===== config.mk =====
export PLATFORM = sky130hd
export DESIGN_NAME = lacm_front_flat
export DESIGN_NICKNAME = d
export VERILOG_FILES = /design/src/sv/lacm_pkg.sv /design/src/sv/lacm_in_if.sv /design/src/sv/lacm_front.sv /design/src/flat_wrapper.sv
export SDC_FILE = /design/constraint.sdc
export NUM_CORES = 1
export LEC_CHECK = 0
export BUFFER_PORTS_ARGS = -buffer_cell sky130_fd_sc_hd__buf_2
export CAP_MARGIN = 5
export CORE_AREA = 2 2 228 230
export DETAILED_ROUTE_END_ITERATION = 8
export DIE_AREA = 0 0 230 232
export SYNTH_ARGS = -nofsm -noshare
export SYNTH_HDL_FRONTEND = slang
export SYNTH_SLANG_ARGS = --single-unit

===== constraint.sdc =====
create_clock -name vclk -period 6.2
set_clock_uncertainty 0.1 [all_clocks]
set_input_delay 0.31 -clock vclk [all_inputs]
set_output_delay 0.31 -clock vclk [all_outputs]
set_load 0.01 [all_outputs]

===== src/sv/lacm_pkg.sv =====
// Shared widths and the queued item type of the look-at camera matrix block.
// Used by the front end, the item queue, the back end and the normalizer.
package lacm_pkg;

  localparam int unsigned CW    = 32;
  localparam int unsigned DW    = 33;
  localparam int unsigned NV_W  = 50;
  localparam int unsigned UV_W  = 18;
  localparam int unsigned WV_W  = 19;
  localparam int unsigned PW    = 52;
  localparam int unsigned CAM_W = 4;

  typedef struct packed {
    logic [2:0][DW-1:0] d;
    logic [2:0][DW-1:0] ne;
    logic [2:0][CW-1:0] up;
    logic [CAM_W-1:0]   cam;
  } item_t;

endpackage


===== src/sv/lacm_in_if.sv =====
// Input channel of the look-at camera matrix block: eye, target and up and camera index.
// Depends on nothing.
interface lacm_in_if;
  logic               valid;
  logic               ready;
  logic signed [31:0] eye_x;
  logic signed [31:0] eye_y;
  logic signed [31:0] eye_z;
  logic signed [31:0] target_x;
  logic signed [31:0] target_y;
  logic signed [31:0] target_z;
  logic signed [31:0] up_x;
  logic signed [31:0] up_y;
  logic signed [31:0] up_z;
  logic [3:0]         cam_id;

  modport source(output valid, eye_x, eye_y, eye_z, target_x, target_y, target_z,
                 up_x, up_y, up_z, cam_id, input ready);
  modport sink(input valid, eye_x, eye_y, eye_z, target_x, target_y, target_z,
               up_x, up_y, up_z, cam_id, output ready);
endinterface


===== src/sv/lacm_front.sv =====
// Front end: accepts input beats, drops degenerate requests and forms queue items.
// Depends on lacm_pkg and lacm_in_if.
module lacm_front import lacm_pkg::*; #(
  parameter int unsigned CAMERAS = 16
) (
  lacm_in_if.sink in_i,
  input  logic    full_i,
  output logic    push_o,
  output item_t   item_o
);

  logic cam_ok;
  logic eye_zero;
  logic eye_on_tgt;

  assign cam_ok     = 32'(in_i.cam_id) < CAMERAS;
  assign eye_zero   = (in_i.eye_x == '0) && (in_i.eye_y == '0) && (in_i.eye_z == '0);
  assign eye_on_tgt = (in_i.eye_x == in_i.target_x) && (in_i.eye_y == in_i.target_y) &&
                      (in_i.eye_z == in_i.target_z);

  assign in_i.ready = !full_i;
  assign push_o     = in_i.valid && !full_i && cam_ok && !eye_zero && !eye_on_tgt;

  always_comb begin
    item_o.d[0]  = DW'(in_i.target_x) - DW'(in_i.eye_x);
    item_o.d[1]  = DW'(in_i.target_y) - DW'(in_i.eye_y);
    item_o.d[2]  = DW'(in_i.target_z) - DW'(in_i.eye_z);
    item_o.ne[0] = -DW'(in_i.eye_x);
    item_o.ne[1] = -DW'(in_i.eye_y);
    item_o.ne[2] = -DW'(in_i.eye_z);
    item_o.up[0] = in_i.up_x;
    item_o.up[1] = in_i.up_y;
    item_o.up[2] = in_i.up_z;
    item_o.cam   = in_i.cam_id;
  end

endmodule


===== src/flat_wrapper.sv =====
// flat-port wrapper written by rule: the top's interface ports become plain ports
module lacm_front_flat import lacm_pkg::*;
#(
  parameter int unsigned CAMERAS = 16
)
  (full_i, push_o, item_o, in_i_valid, in_i_eye_x, in_i_eye_y, in_i_eye_z, in_i_target_x, in_i_target_y, in_i_target_z, in_i_up_x, in_i_up_y, in_i_up_z, in_i_cam_id, in_i_ready);
  lacm_in_if in_i_i ();
  input  logic full_i;
  output logic push_o;
  output item_t item_o;
  input wire logic [$bits(in_i_i.valid)-1:0] in_i_valid;
  input wire logic [$bits(in_i_i.eye_x)-1:0] in_i_eye_x;
  input wire logic [$bits(in_i_i.eye_y)-1:0] in_i_eye_y;
  input wire logic [$bits(in_i_i.eye_z)-1:0] in_i_eye_z;
  input wire logic [$bits(in_i_i.target_x)-1:0] in_i_target_x;
  input wire logic [$bits(in_i_i.target_y)-1:0] in_i_target_y;
  input wire logic [$bits(in_i_i.target_z)-1:0] in_i_target_z;
  input wire logic [$bits(in_i_i.up_x)-1:0] in_i_up_x;
  input wire logic [$bits(in_i_i.up_y)-1:0] in_i_up_y;
  input wire logic [$bits(in_i_i.up_z)-1:0] in_i_up_z;
  input wire logic [$bits(in_i_i.cam_id)-1:0] in_i_cam_id;
  output wire logic [$bits(in_i_i.ready)-1:0] in_i_ready;
  assign in_i_i.valid = in_i_valid;
  assign in_i_i.eye_x = in_i_eye_x;
  assign in_i_i.eye_y = in_i_eye_y;
  assign in_i_i.eye_z = in_i_eye_z;
  assign in_i_i.target_x = in_i_target_x;
  assign in_i_i.target_y = in_i_target_y;
  assign in_i_i.target_z = in_i_target_z;
  assign in_i_i.up_x = in_i_up_x;
  assign in_i_i.up_y = in_i_up_y;
  assign in_i_i.up_z = in_i_up_z;
  assign in_i_i.cam_id = in_i_cam_id;
  assign in_i_ready = in_i_i.ready;
  lacm_front #(.CAMERAS(CAMERAS)) u_core (.in_i(in_i_i), .full_i(full_i), .push_o(push_o), .item_o(item_o));
endmodule

=== Word level (Yosys, flattened, before mapping) ===
Index checks and enable logic that the tools add are counted.

* Output and inout port bits: 300
* Bits in registers: 0
* Logic and storage cells: 22

* Equality and inequality tests: 3
* Reductions and logical operators: 13
* Add/subtract/negate cells: 6

{| class="wikitable"
|+ Operator list
! operator !! number
|-
| $neg 32->33 || 3
|-
| $sub 32x32->33 || 3
|-
| $eq 32x32->1 || 3
|-
| $logic_not 32->1 || 3
|-
| $logic_and 1x1->1 || 7
|-
| $logic_not 1->1 || 3
|}

=== Logic depth before layout (Yosys ltp) ===
* Word-level depth: 6
* Mapped depth: 12
* Depth with buffers taken out: 12

=== Worst setup path after synthesis ===
OpenSTA, ideal clock, no wires.

* Path kind: input to output
* Start point: input in_i_target_z[0]
* End point: output item_o[293] in the netlist's numbering
* Arrival time: 2.602 ns
* Stages on the path: 12
* Path slack: 3.188 ns
* Path through: inv_1 ha_1 fa_1 nand2b_1 a21oi_1 o31a_1 a211oi_2 o31a_2 o221ai_2 o21ai_2 mux2i_1 nor4_2

{| class="wikitable"
|+ RTL lines
! element !! RTL line !! source
|-
| start, declared || flat_wrapper.sv:17 || <nowiki>input wire logic [$bits(in_i_i.target_z)-1:0] in_i_target_z;</nowiki>
|-
| end, declared || flat_wrapper.sv:10 || <nowiki>output item_t item_o;</nowiki>
|}

==> metrics.txt <==
outcome complete, no violations; largest cells by area after synthesis ha_1 (15%), xnor2_1 (15%), buf_4 (9.7%); Max-cap violations 0; Initial Utilization 15.7%; DRT Pass-1 Iters 5; most common cell after layout, fill and taps aside buf_2; die area 53400 um2; Critical Path End item_o[229]; routed vias 9375; Resize count post-CTS 0; met2 WL 18100 um; Worst Path Arrival 3.27 ns; WL/cell 18.4 um; Cell variety after synth 70; number of sequential cells 0; Post-Synth Simple-Gate Area 24.3%; Tot GR Track Use 13.9%; syn avg cell area 6.67 um2; Setup CP Type in2out; adder-cell area share of the yosys netlist 16.2%; unrepaired setup endpoints after global routing false; # IOs 594; Sw Ratio 59.7%; row cnt 83; WL met3 3310 um; final core occ 19.6%; total power after layout 0.00109 W; FF+latch area 0 um2; Pint 0.000438 W; detail-routed via count per cell 4.35; Worst Hold Class in2out; vias in the first global route 9029; post-CTS setup buffer count 0; post-synth top area share 15.5%; post-route ant nets 0; XOR/XNOR Fraction of Synth Area 17.6%; largest net degree at the start of global routing 12; setup TNS 0 ns; pwr/cell area 109 nW/um2; Synth Area in Compound Gates 24.6%; synthesized net count 1597; die width 230 um; cell count after synthesis 1201; main combinational cell family by area after synthesis compound AO/OA/AOI/OAI gates; fmax 272 MHz; total core area 50900 um2; Comb power frac 100.0%; # placed instances 2152; RePlAce Congestion 0.937; max-slew violation count 0; Final Instance Count excl. Fillers 2154; Critical Path Source in_i_eye_x[0]; hold buffers post-CTS 0; global route overflow 0; Slew @ Worst Pin 0.751 ns; IO buf count 394; initial antenna violation count 5; CP Launch Type input port; post-DP HPWL 36100 um; top layer in use met4; worst relative slew slack 49.6%; Post-Syn Area 8010 um2; Clock buffer cells 0; commonest cells after routing, fill and taps aside buf_2 (394), xnor2_1 (134), inv_1 (125), a21oi_1 (99), ha_1 (99); Tcrit/Tclk final 59.3%; Switch Pwr 0.000649 W; Routed WL 39500 um; worst-path fanout max 4; final setup violation count 0; post-route DRC violation count 0; leakage 4.93 nW; wire length of the first global-routing pass 56500 um; Peak VDD IR 0.0448 mV; layout cells sized above 1 30.0%; critical path required time 5.79 ns; Hold Vio Cnt, Final 0; mux share of post-synthesis cell area 0.500%; Worst setup EP type output pin; area grow syn2layout 24.8%; Die Span Y 232 um; register area share after synthesis 0%; sequential share of power 0%; clock share of power 0%; WL met1 16700 um; Synth Warn # 0; post-synth top area cell ha_1; fin nets 1870; Iter 0 DRT Violations 481; post-layout min period 3.68 ns
-- layout make-up --
cell class	instances	area, um2
Multi-Input combinational cell	946	6670
Tap cell	680	851
Timing Repair Buffer	396	1990
Inverter	130	489
Antenna cell	2	5.00
Fill cell	5915	40900
-- power groups by stage --
stage | Combinational, W | Sequential [W] | Clock, W
floorplan | 0.000704 | 0 | 0
CTS | 0.00109 | 0 | 0
global route | 0.00119 | 0 | 0
global placement | 0.00109 | 0 | 0
finish | 0.00109 | 0 | 0.0000000000433
detailed placement | 0.00109 | 0 | 0
-- kinds of logic after synthesis --
logic type,Yosys count
adders and majority gates,102
buffers and inverters,255
AOI/OAI and AO/OA,305
xor gates and xnor gates,160
and+or+nand+nor,375
muxes,4
-- routing by layer --
metal	vias to the layer above	track usage, %
li1	4635	-
met1	4226	16.9
met2	432	23.9
met3	82	3.51
met4	0	4.35
met5	-	0
-- stage by stage --
stage               hold WS, ns  setup WS [ns]  area [um2]
global route              0.520           2.12        9990
global placement          0.520           2.23        9990
floorplan                 0.564           3.19        8010
CTS                       0.520           2.23        9990
detailed placement        0.520           2.24        9990
finish                    0.520           2.52       10000
-- critical path, cell delays in order --
cell and delay, ns:
buf_2 0.12, ha_1 0.21, fa_1 0.42, nor2b_1 0.13, o21ai_0 0.10, a21boi_0 0.30
o21ai_0 0.27, a211oi_1 0.47, o31a_1 0.27, o31ai_2 0.09, o311ai_0 0.35, buf_2 0.22
-- cell usage after synthesis (16+ instances only) --
master    number
ha_1          99
xnor2_1      134
nor2b_1       17
nor3_1        35
buf_4        103
a21o_1        54
clkbuf_1      22
inv_1        125
nand4_1       29
nand2_1       73
nand3_1       41
xor2_1        25
nor2_1        95
o21ai_0       55
a21oi_1       99
nor4_1        16
-- worst min-delay path by stage --
stage	start	to	depth (start not counted)
final	in_i_up_x[19]	item_o[23]	0
after global routing	in_i_up_y[13]	item_o[49]	0
after CTS	in_i_up_x[18]	item_o[22]	0
after detailed placement	in_i_up_x[18]	item_o[22]	0
after global placement	in_i_up_x[18]	item_o[22]	0
after floorplan	in_i_eye_x[31]	item_o[132]	1
Note: power is estimated with default switching activity, not from simulation.
