<file path="config.mk">
export PLATFORM = sky130hd
export DESIGN_NAME = lacm_queue
export DESIGN_NICKNAME = d
export VERILOG_FILES = /design/src/sv/lacm_pkg.sv /design/src/sv/lacm_queue.sv
export SDC_FILE = /design/constraint.sdc
export NUM_CORES = 1
export LEC_CHECK = 0
export BUFFER_PORTS_ARGS = -buffer_cell sky130_fd_sc_hd__buf_2
export CORE_ASPECT_RATIO = 1.1
export CORE_MARGIN = 10
export CORE_UTILIZATION = 47
export CTS_CLUSTER_SIZE = 14
export DETAILED_ROUTE_END_ITERATION = 6
export PLACE_DENSITY = 0.75
export SYNTH_ARGS = -nofsm -noshare
export SYNTH_HDL_FRONTEND = slang
export SYNTH_SLANG_ARGS = --single-unit
</file>
<file path="constraint.sdc">
create_clock -name clk_i -period 13.1 [get_ports clk_i]
set_input_delay 1.31 -clock clk_i [delete_from_list [all_inputs] [get_ports clk_i]]
set_output_delay 1.31 -clock clk_i [all_outputs]
set_load 0.05 [all_outputs]
</file>
<file path="src/sv/lacm_pkg.sv">
// Shared widths and the queued item type of the look-at camera matrix block.
// Used by the front end, the item queue, the back end and the normalizer.
package lacm_pkg;

  localparam int unsigned CW    = 32;
  localparam int unsigned DW    = 33;
  localparam int unsigned NV_W  = 50;
  localparam int unsigned UV_W  = 18;
  localparam int unsigned WV_W  = 19;
  localparam int unsigned PW    = 52;
  localparam int unsigned CAM_W = 4;

  typedef struct packed {
    logic [2:0][DW-1:0] d;
    logic [2:0][DW-1:0] ne;
    logic [2:0][CW-1:0] up;
    logic [CAM_W-1:0]   cam;
  } item_t;

endpackage

</file>
<file path="src/sv/lacm_queue.sv">
// Two-entry item queue between the front end and the back end.
// Depends on lacm_pkg.
module lacm_queue import lacm_pkg::*; (
  input  logic  clk_i,
  input  logic  rst_ni,
  input  logic  push_i,
  input  item_t item_i,
  output logic  full_o,
  input  logic  pop_i,
  output logic  valid_o,
  output item_t item_o
);

  item_t      slot_q [2];
  logic       wr_q;
  logic       rd_q;
  logic [1:0] cnt_q;

  assign full_o  = cnt_q == 2'd2;
  assign valid_o = cnt_q != 2'd0;
  assign item_o  = slot_q[rd_q];

  always_ff @(posedge clk_i or negedge rst_ni) begin
    if (!rst_ni) begin
      wr_q  <= 1'b0;
      rd_q  <= 1'b0;
      cnt_q <= 2'd0;
    end else begin
      if (push_i) wr_q <= !wr_q;
      if (pop_i) rd_q <= !rd_q;
      cnt_q <= cnt_q + 2'(push_i) - 2'(pop_i);
    end
  end

  always_ff @(posedge clk_i) begin
    if (push_i) slot_q[wr_q] <= item_i;
  end

  a_no_overflow: assert property (@(posedge clk_i) disable iff (!rst_ni)
    full_o |-> !push_i) else $error("queue push while full");
  a_no_underflow: assert property (@(posedge clk_i) disable iff (!rst_ni)
    pop_i |-> valid_o) else $error("queue pop while empty");
  a_count: assert property (@(posedge clk_i) disable iff (!rst_ni)
    (push_i && !pop_i) |=> (cnt_q == $past(cnt_q) + 2'd1)) else $error("queue count slip");

endmodule

</file>
Yosys cells after proc, flatten, opt, wreduce, memory -nomap -nowiden:

Memory sizes are Yosys's and may differ from the RTL's.
Index checks and enable logic that the tools add are counted.

* word-level logic and storage cells: 12
* register bits: 4
* memories: 1
* input bits: 302
* memory bits (writable): 596

* reduce and logical (&&, ||, !) cells: 3
* equality and inequality tests: 1
* multiplexer cells: 2
* $add $sub $neg: 2

Memory list
* slot_q: depth 2, width 298, read ports 1, clocked after Yosys merged registers in 0, write ports 1, line lacm_queue.sv:14 `item_t slot_q [2];`

Operators with widths (number)
* 2-bit by 1-bit adder with 2-bit output: 1
* 2-bit == test, second input constant: 1
* 1-bit logical NOT: 2
* 1-bit 2-to-1 mux: 2
* 2-bit nonzero test: 1
* 2-bit by 1-bit subtractor with 2-bit output: 1

Logic depth before layout (Yosys ltp):

Gate-level depths: netlist (run 1).

* word-level depth: 2
* mapped depth: 5
* mapped depth without buffers: 5

Worst setup path before layout (run 1):

No wires, ideal clock.

* kind: input to register
* start: in push_i
* end: mem slot_q[0][0] (netlist bit), enable pin
* stages: 1
* library setup time: 999 ps
* arrival: 14120 ps
* required time: 12101 ps
* setup slack: -2018 ps
* path buffers: 0
* cell sequence: nor2b_1

* longest elaborated chain between the ends: 2

RTL lines
* start: declaration: line lacm_queue.sv:6 `input logic push_i,`
* 1-bit 2-to-1 mux: line lacm_queue.sv:36 `if (push_i) slot_q[wr_q] <= item_i;`
* 1-bit 2-to-1 mux (not written as such): line lacm_queue.sv:36
* end: declaration: line lacm_queue.sv:14

No other way between the ends.

==> results of run 1 <==
cell families after synthesis:
kind of cell	count (synthesis)
xor+xnor	3
simple gates	4
mux	298
flops	600
fa+ha+maj	2
buf+inv	35
registers in the layout (all words and copies together) (netlist names):
name and count:
slot_q 596, cnt_q 2, rd_q 1, wr_q 1
cell usage after synthesis, drive strengths merged:
cell / n / share of area, %
and2: 1 / 0.028
buf: 33 / 1.4
dfrtp: 4 / 0.44
edfxtp: 596 / 80
ha: 2 / 0.11
inv: 2 / 0.033
mux2: 298 / 18
nor2b: 2 / 0.056
or2: 1 / 0.028
xor2: 2 / 0.078
xor3: 1 / 0.11
final cells by class:
cell class | instances | area (um^2) | area share [%]
well taps | 645 | 807 | 2.89
clock inverters | 41 | 308 | 1.10
inverters | 2 | 7.51 | 0.0269
clock buffers | 64 | 1450 | 5.20
diodes | 17 | 42.5 | 0.152
multi-input cells | 307 | 4210 | 15.1
repair buffers | 611 | 3100 | 11.1
flip-flops and latches | 600 | 18000 | 64.5
layer usage:
metal  share of wire [%]  track usage [%]  up-vias
met4                 4.3             8.48       16
met2                  51             31.3      505
li1                    -                -     5077
met1                  35             19.2     5624
met5                0.18                0        -
met3                 9.5             7.24      138
power groups by stage:
stage	clock network, uW	logic [uW]	registers (uW)
finish	1540	3070	2700
global route	1660	3190	2740
CTS	1580	3100	2700
detailed placement	0	3090	2740
global placement	0	3080	2720
floorplan	0	2530	2760
critical path, delay by kind of cell, from the launching register on:
kind | cells | cell delay, ns
flops | 1 | 1.23
buf+inv | 3 | 1.99
mux | 1 | 0.36
path summary, 6_finish.rpt:
path                       slack, ns             start  cells past startpoint                  endpoint
setup reg to reg               10.22  wr_q$_DFFE_PN0P_                      3  slot_q[0][189]$_DFFE_PP_
min in group clk_i              0.56  wr_q$_DFFE_PN0P_                      1          wr_q$_DFFE_PN0P_
hold reg to reg                 0.56  wr_q$_DFFE_PN0P_                      1          wr_q$_DFFE_PN0P_
hold / removal                  0.51            rst_ni                      1          rd_q$_DFFE_PN0P_
max in group asynchronous      12.45            rst_ni                      1          rd_q$_DFFE_PN0P_
setup / recovery                7.42  rd_q$_DFFE_PN0P_                      4               item_o[216]
cell usage in the layout (no fill, tap or decap):
| master | synthesis | final |
|---|---|---|
| and2_4 | 0 | 1 |
| clkinv_1 | 0 | 21 |
| nor2b_4 | 0 | 1 |
| dfrtp_4 | 0 | 1 |
| clkinv_2 | 0 | 9 |
| mux2_2 | 98 | 98 |
| xor2_1 | 2 | 2 |
| ha_1 | 2 | 2 |
| inv_1 | 2 | 2 |
| buf_4 | 2 | 9 |
| inv_8 | 0 | 2 |
| clkinvlp_4 | 0 | 2 |
| edfxtp_1 | 596 | 596 |
| xor3_1 | 1 | 1 |
| dfrtp_1 | 4 | 3 |
| inv_6 | 0 | 3 |
| buf_12 | 0 | 1 |
| bufinv_16 | 0 | 4 |
| diode_2 | 0 | 17 |
| clkbuf_1 | 0 | 7 |
| mux2_4 | 200 | 200 |
| buf_2 | 9 | 601 |
| or2_2 | 1 | 1 |
| clkbuf_16 | 0 | 57 |
| nor2b_1 | 2 | 1 |
per-stage QoR:
step | instances | hold slack, ns | power (uW)
2_1_floorplan | 942 | 0.473 | 5300
3_3_place_gp | 2165 | 0.532 | 5800
3_5_place_dp | 2165 | 0.561 | 5830
4_1_cts | 2270 | 0.472 | 7390
5_1_grt | 2286 | 0.478 | 7590
6_report | 2287 | 0.515 | 7310
==> results.toml, run 1 <==
[status]
status = "completed"

[sta]
tns_ns = 0
period_share_pct = 43.4
rsz0062_at_grt = "no"
slew_violations = 0
fmax_ghz = 0.176
relSlewSlack_pct = 19.1
layout_min_cycle_time_ns = 5.68
finalClockSkew_ns = 0.0198
worstMarginPinSlew_ns = 1.21
setup_violations = 0
worst_slack_ns = 7.42
finalHoldViolCount = 0

[detailed_routing]
first_iter_violations = 949
ant_nets = 0
wl_per_cell_um = 23.4
drc_errors = 0
dr.pass1.iters = 4
viasPerCell = 4.97
wirelength_mm = 53.6
num_vias = 11400

[clock_network]
clock_sinks = 600
clkLatencyLatePin_ns = 0.59
numCtsBuffers = 57
cts_setup_buffers = 0
ctsHtreeMaxLevel = 2
clock_path_buffers = 3
hold_buffers = 0
clk_pin_slew_ns = 0.06
cts_tree = "yes"
cts_resized = 0
root_buffer = "clkbuf_16"

[synthesis]
muxShareOfSynthArea_pct = 18.2
synthXorXnorAreaFrac_pct = 0.183
synth_fa_ha_area_share_pct = 0.111
netlist_instances = 942
synth_seq_cells = 600
yosysSeqAreaShare_pct = 80.0
synth_top_family_by_area = "multiplexers"
synth-simple-area-share_pct = 0.111
synth.net_count = 1246
syn_area_mm2 = 0.0225
avgSynthCellArea_um2 = 23.9
ys_types = 14
synth_compound_area_share_pct = 0
yosysWarnings = 0

[power_and_ir_drop]
clockPowerShare_pct = 21.1
cellLeakagePower_uw = 0.0110
combPwrFrac_pct = 41.9
max-vdd-ir-drop_uv = 203
power.internal_uw = 4340
net-switching-power_uw = 2970
swShare_pct = 40.7
power_density_mw_per_mm2 = 262
power_frac_seq_pct = 36.9

[grt]
grt-ovfl-total = 0
grt_pass1_wl_mm = 78.5
grt_util_all_layers_pct = 18.2
antenna_found_initial = 31
grt_pass1_vias = 12500
grt_max_degree = 156

[finish]
drive_gt1_share_pct = 60.9
area_delta_synth_final_pct = 24.0
postLayoutCellArea_mm2 = 0.0279
final_nets = 1883
postLayoutCoreUtil_pct = 58.6
n_fill_cell = 3532

[setup_path]
end_kind = "primary output"
crit_chain = "buf_4, buf_4, mux2_4, buf_2"
cpMaxStageDelayCell = "dfrtp_4"
worstPathRequired_ns = 11.79
crit_path_max_incr_delay_ns = 1.23
arrival_ns = 4.37
worstPathMaxFanout = 81
cp_common_cell = "buf_4"
crit_type = "reg2out"
critPathLaunchType = "flip-flop"

[floorplan]
ios = 602
core_mm2 = 0.0476
chipHeight_um = 250
die-area_mm2 = 0.0571
die_w_um = 229
start_util_pct = 47.3
rows = 84

[placed_design]
globalplace.congestion = 0.828
post-place-ws_ns = 8.03
portBuffers = 601
placed_area_mm2 = 0.0261
dp_hpwl_mm = 38.6

[job]
drv_cap = 0

[worst_hold_path]
hold_class = "in2async"
Power figures use the tool's default switching activity.
==> run 2, diff against run 1 <==
- clock period: 13.1 -> 4.8 ns (I/O delays scaled with it)
==> run 2 against run 1 <==
Combinational power rose to 2.8 times the previous value. Global-route usage is 0.31 points lower. Highest routed layer unchanged. Sequential cell count did not move. Sequential share of layout area fell by 0.30 points. Setup slack lost 6.0 ns.
==> results.toml, run 2 (synthesis results as in run 1) <==
[sta]
slew_violations = 0
fmax_ghz = 0.297
finalClockSkew_ns = 0.0145
setup_violations = 0
finalHoldViolCount = 0
rsz0062_at_grt = "no"
period_share_pct = 70.1
worst_slack_ns = 1.43
worstMarginPinSlew_ns = 1.06
layout_min_cycle_time_ns = 3.37
relSlewSlack_pct = 29.6

[finish]
reg_top3 = "slot_q x596, cnt_q x2"
drive_gt1_share_pct = 61.1
final_nets = 1884
area_delta_synth_final_pct = 24.6
final-instance-count-excl-fill = 2284
mostFrequentLayoutCell = "buf_2"
layout_common_cells = "buf_2, edfxtp_1, mux2_4"
largest_register_ffs = 596
largest-register = "slot_q"

[clock_network]
ctsHtreeMaxLevel = 2
cts_resized = 0
root_buffer = "clkbuf_16"
cts_setup_buffers = 0
clkLatencyLatePin_ns = 0.59
clock_path_buffers = 3
numCtsBuffers = 57
clock_sinks = 600
clk_pin_slew_ns = 0.06
cts_tree = "yes"

[floorplan]
start_util_pct = 47.3
core_mm2 = 0.0476
ios = 602
chipHeight_um = 250
rows = 84
die-area_mm2 = 0.0571
die_w_um = 229

[grt]
grt_pass1_vias = 11900
grt-ovfl-total = 0
grt_max_degree = 150
antenna_found_initial = 26
grt_util_all_layers_pct = 17.9
grt_pass1_wl_mm = 76.8

[placed_design]
portBuffers = 601
dp_hpwl_mm = 38.0
post-place-ws_ns = 2.04
dp.cells = 2165
globalplace.congestion = 0.806

[power_and_ir_drop]
power_uw = 20100
net-switching-power_uw = 8140
cellLeakagePower_uw = 0.0111
max-vdd-ir-drop_uv = 508
power.internal_uw = 11900
swShare_pct = 40.6
power_frac_seq_pct = 36.4
combPwrFrac_pct = 42.1
power_density_mw_per_mm2 = 715
clockPowerShare_pct = 21.5

[detailed_routing]
first_iter_violations = 726
num_vias = 11300
ant_nets = 0
viasPerCell = 4.93
wl_per_cell_um = 23.3
dr.pass1.iters = 5
wirelength_mm = 53.3
drc_errors = 0

[setup_path]
worstPathMaxFanout = 74
arrival_ns = 2.89
worstPathRequired_ns = 4.32
critPathLaunchType = "flip-flop"
end_kind = "primary output"
crit_type = "reg2out"

[job]
drv_cap = 0

[worst_hold_path]
hold_class = "in2reg"

[status]
status = "completed"
-- run 2: cell count changes in the layout (fill, tap and decap cells not counted), sizes merged --
cell	change
clkbuf	+7
inv	-2
clkinv	-3
dlygate4sd3	+1
diode	-6
-- run 2: layer usage --
layer	track usage (%)	share of wire (%)	up-vias
li1	-	-	5066
met1	19.7	36	5570
met2	30.0	51	482
met3	7.65	9.6	124
met4	7.30	3.3	22
met5	0	0.27	-
-- run 2: layout make-up --
type	instances	area, um^2
antenna	11	27.5
tap	645	807
fill	3522	19600
inverter	2	7.51
clock buffer	71	1520
sequential	600	18000
timing repair buffer	612	3190
clock inverter	36	288
multi-input combinational	307	4210
-- run 2: stage by stage --
stage / setup TNS, ns / hold WS [ns] / instance area (um^2) / util, %
floorplan: -169.83 / 0.184 / 22500 / -
global placement: 0 / 0.292 / 26200 / 55.0
detailed placement: 0 / 0.293 / 26200 / 55.0
CTS: 0 / 0.0239 / 28000 / 58.9
global route: 0 / 0.0301 / 28100 / 58.9
finish: 0 / 0.0673 / 28100 / 58.9
-- run 2: worst paths after layout --
kind | from | slack, ns | depth (start not counted) | endpoint
worst max-delay path | rd_q$_DFFE_PN0P_ | 1.43 | 3 | item_o[94]
worst min-delay path | item_i[10] | 0.07 | 1 | slot_q[0][10]$_DFFE_PP_
worst max register to register | wr_q$_DFFE_PN0P_ | 2.59 | 2 | slot_q[1][98]$_DFFE_PP_
worst min register to register | wr_q$_DFFE_PN0P_ | 0.56 | 1 | wr_q$_DFFE_PN0P_
max in group asynchronous | rst_ni | 4.41 | 2 | rd_q$_DFFE_PN0P_
min in group asynchronous | rst_ni | 0.25 | 2 | cnt_q[1]$_DFF_PN0_
-- run 2: timing repair --
item,4_1_cts,5_1_grt
hold buffers,1,0
endpoints found under the hold margin,4,0
endpoints found under the setup margin,0,0
-- run 2: critical path, stage by stage, from the launching register on --
cell and delay (ns):
dfrtp_4 1.03, buf_12 0.47, mux2_4 0.37, buf_2 0.22
-- run 2: power groups by stage --
stage          clock [uW]  sequential, uW  combinational, uW
4_1_cts              4400            7310               8570
6_report             4310            7310               8460
3_5_place_dp            0            7420               8530
3_3_place_gp            0            7360               8480
5_1_grt              4600            7400               8780
2_1_floorplan           0            7370               6920
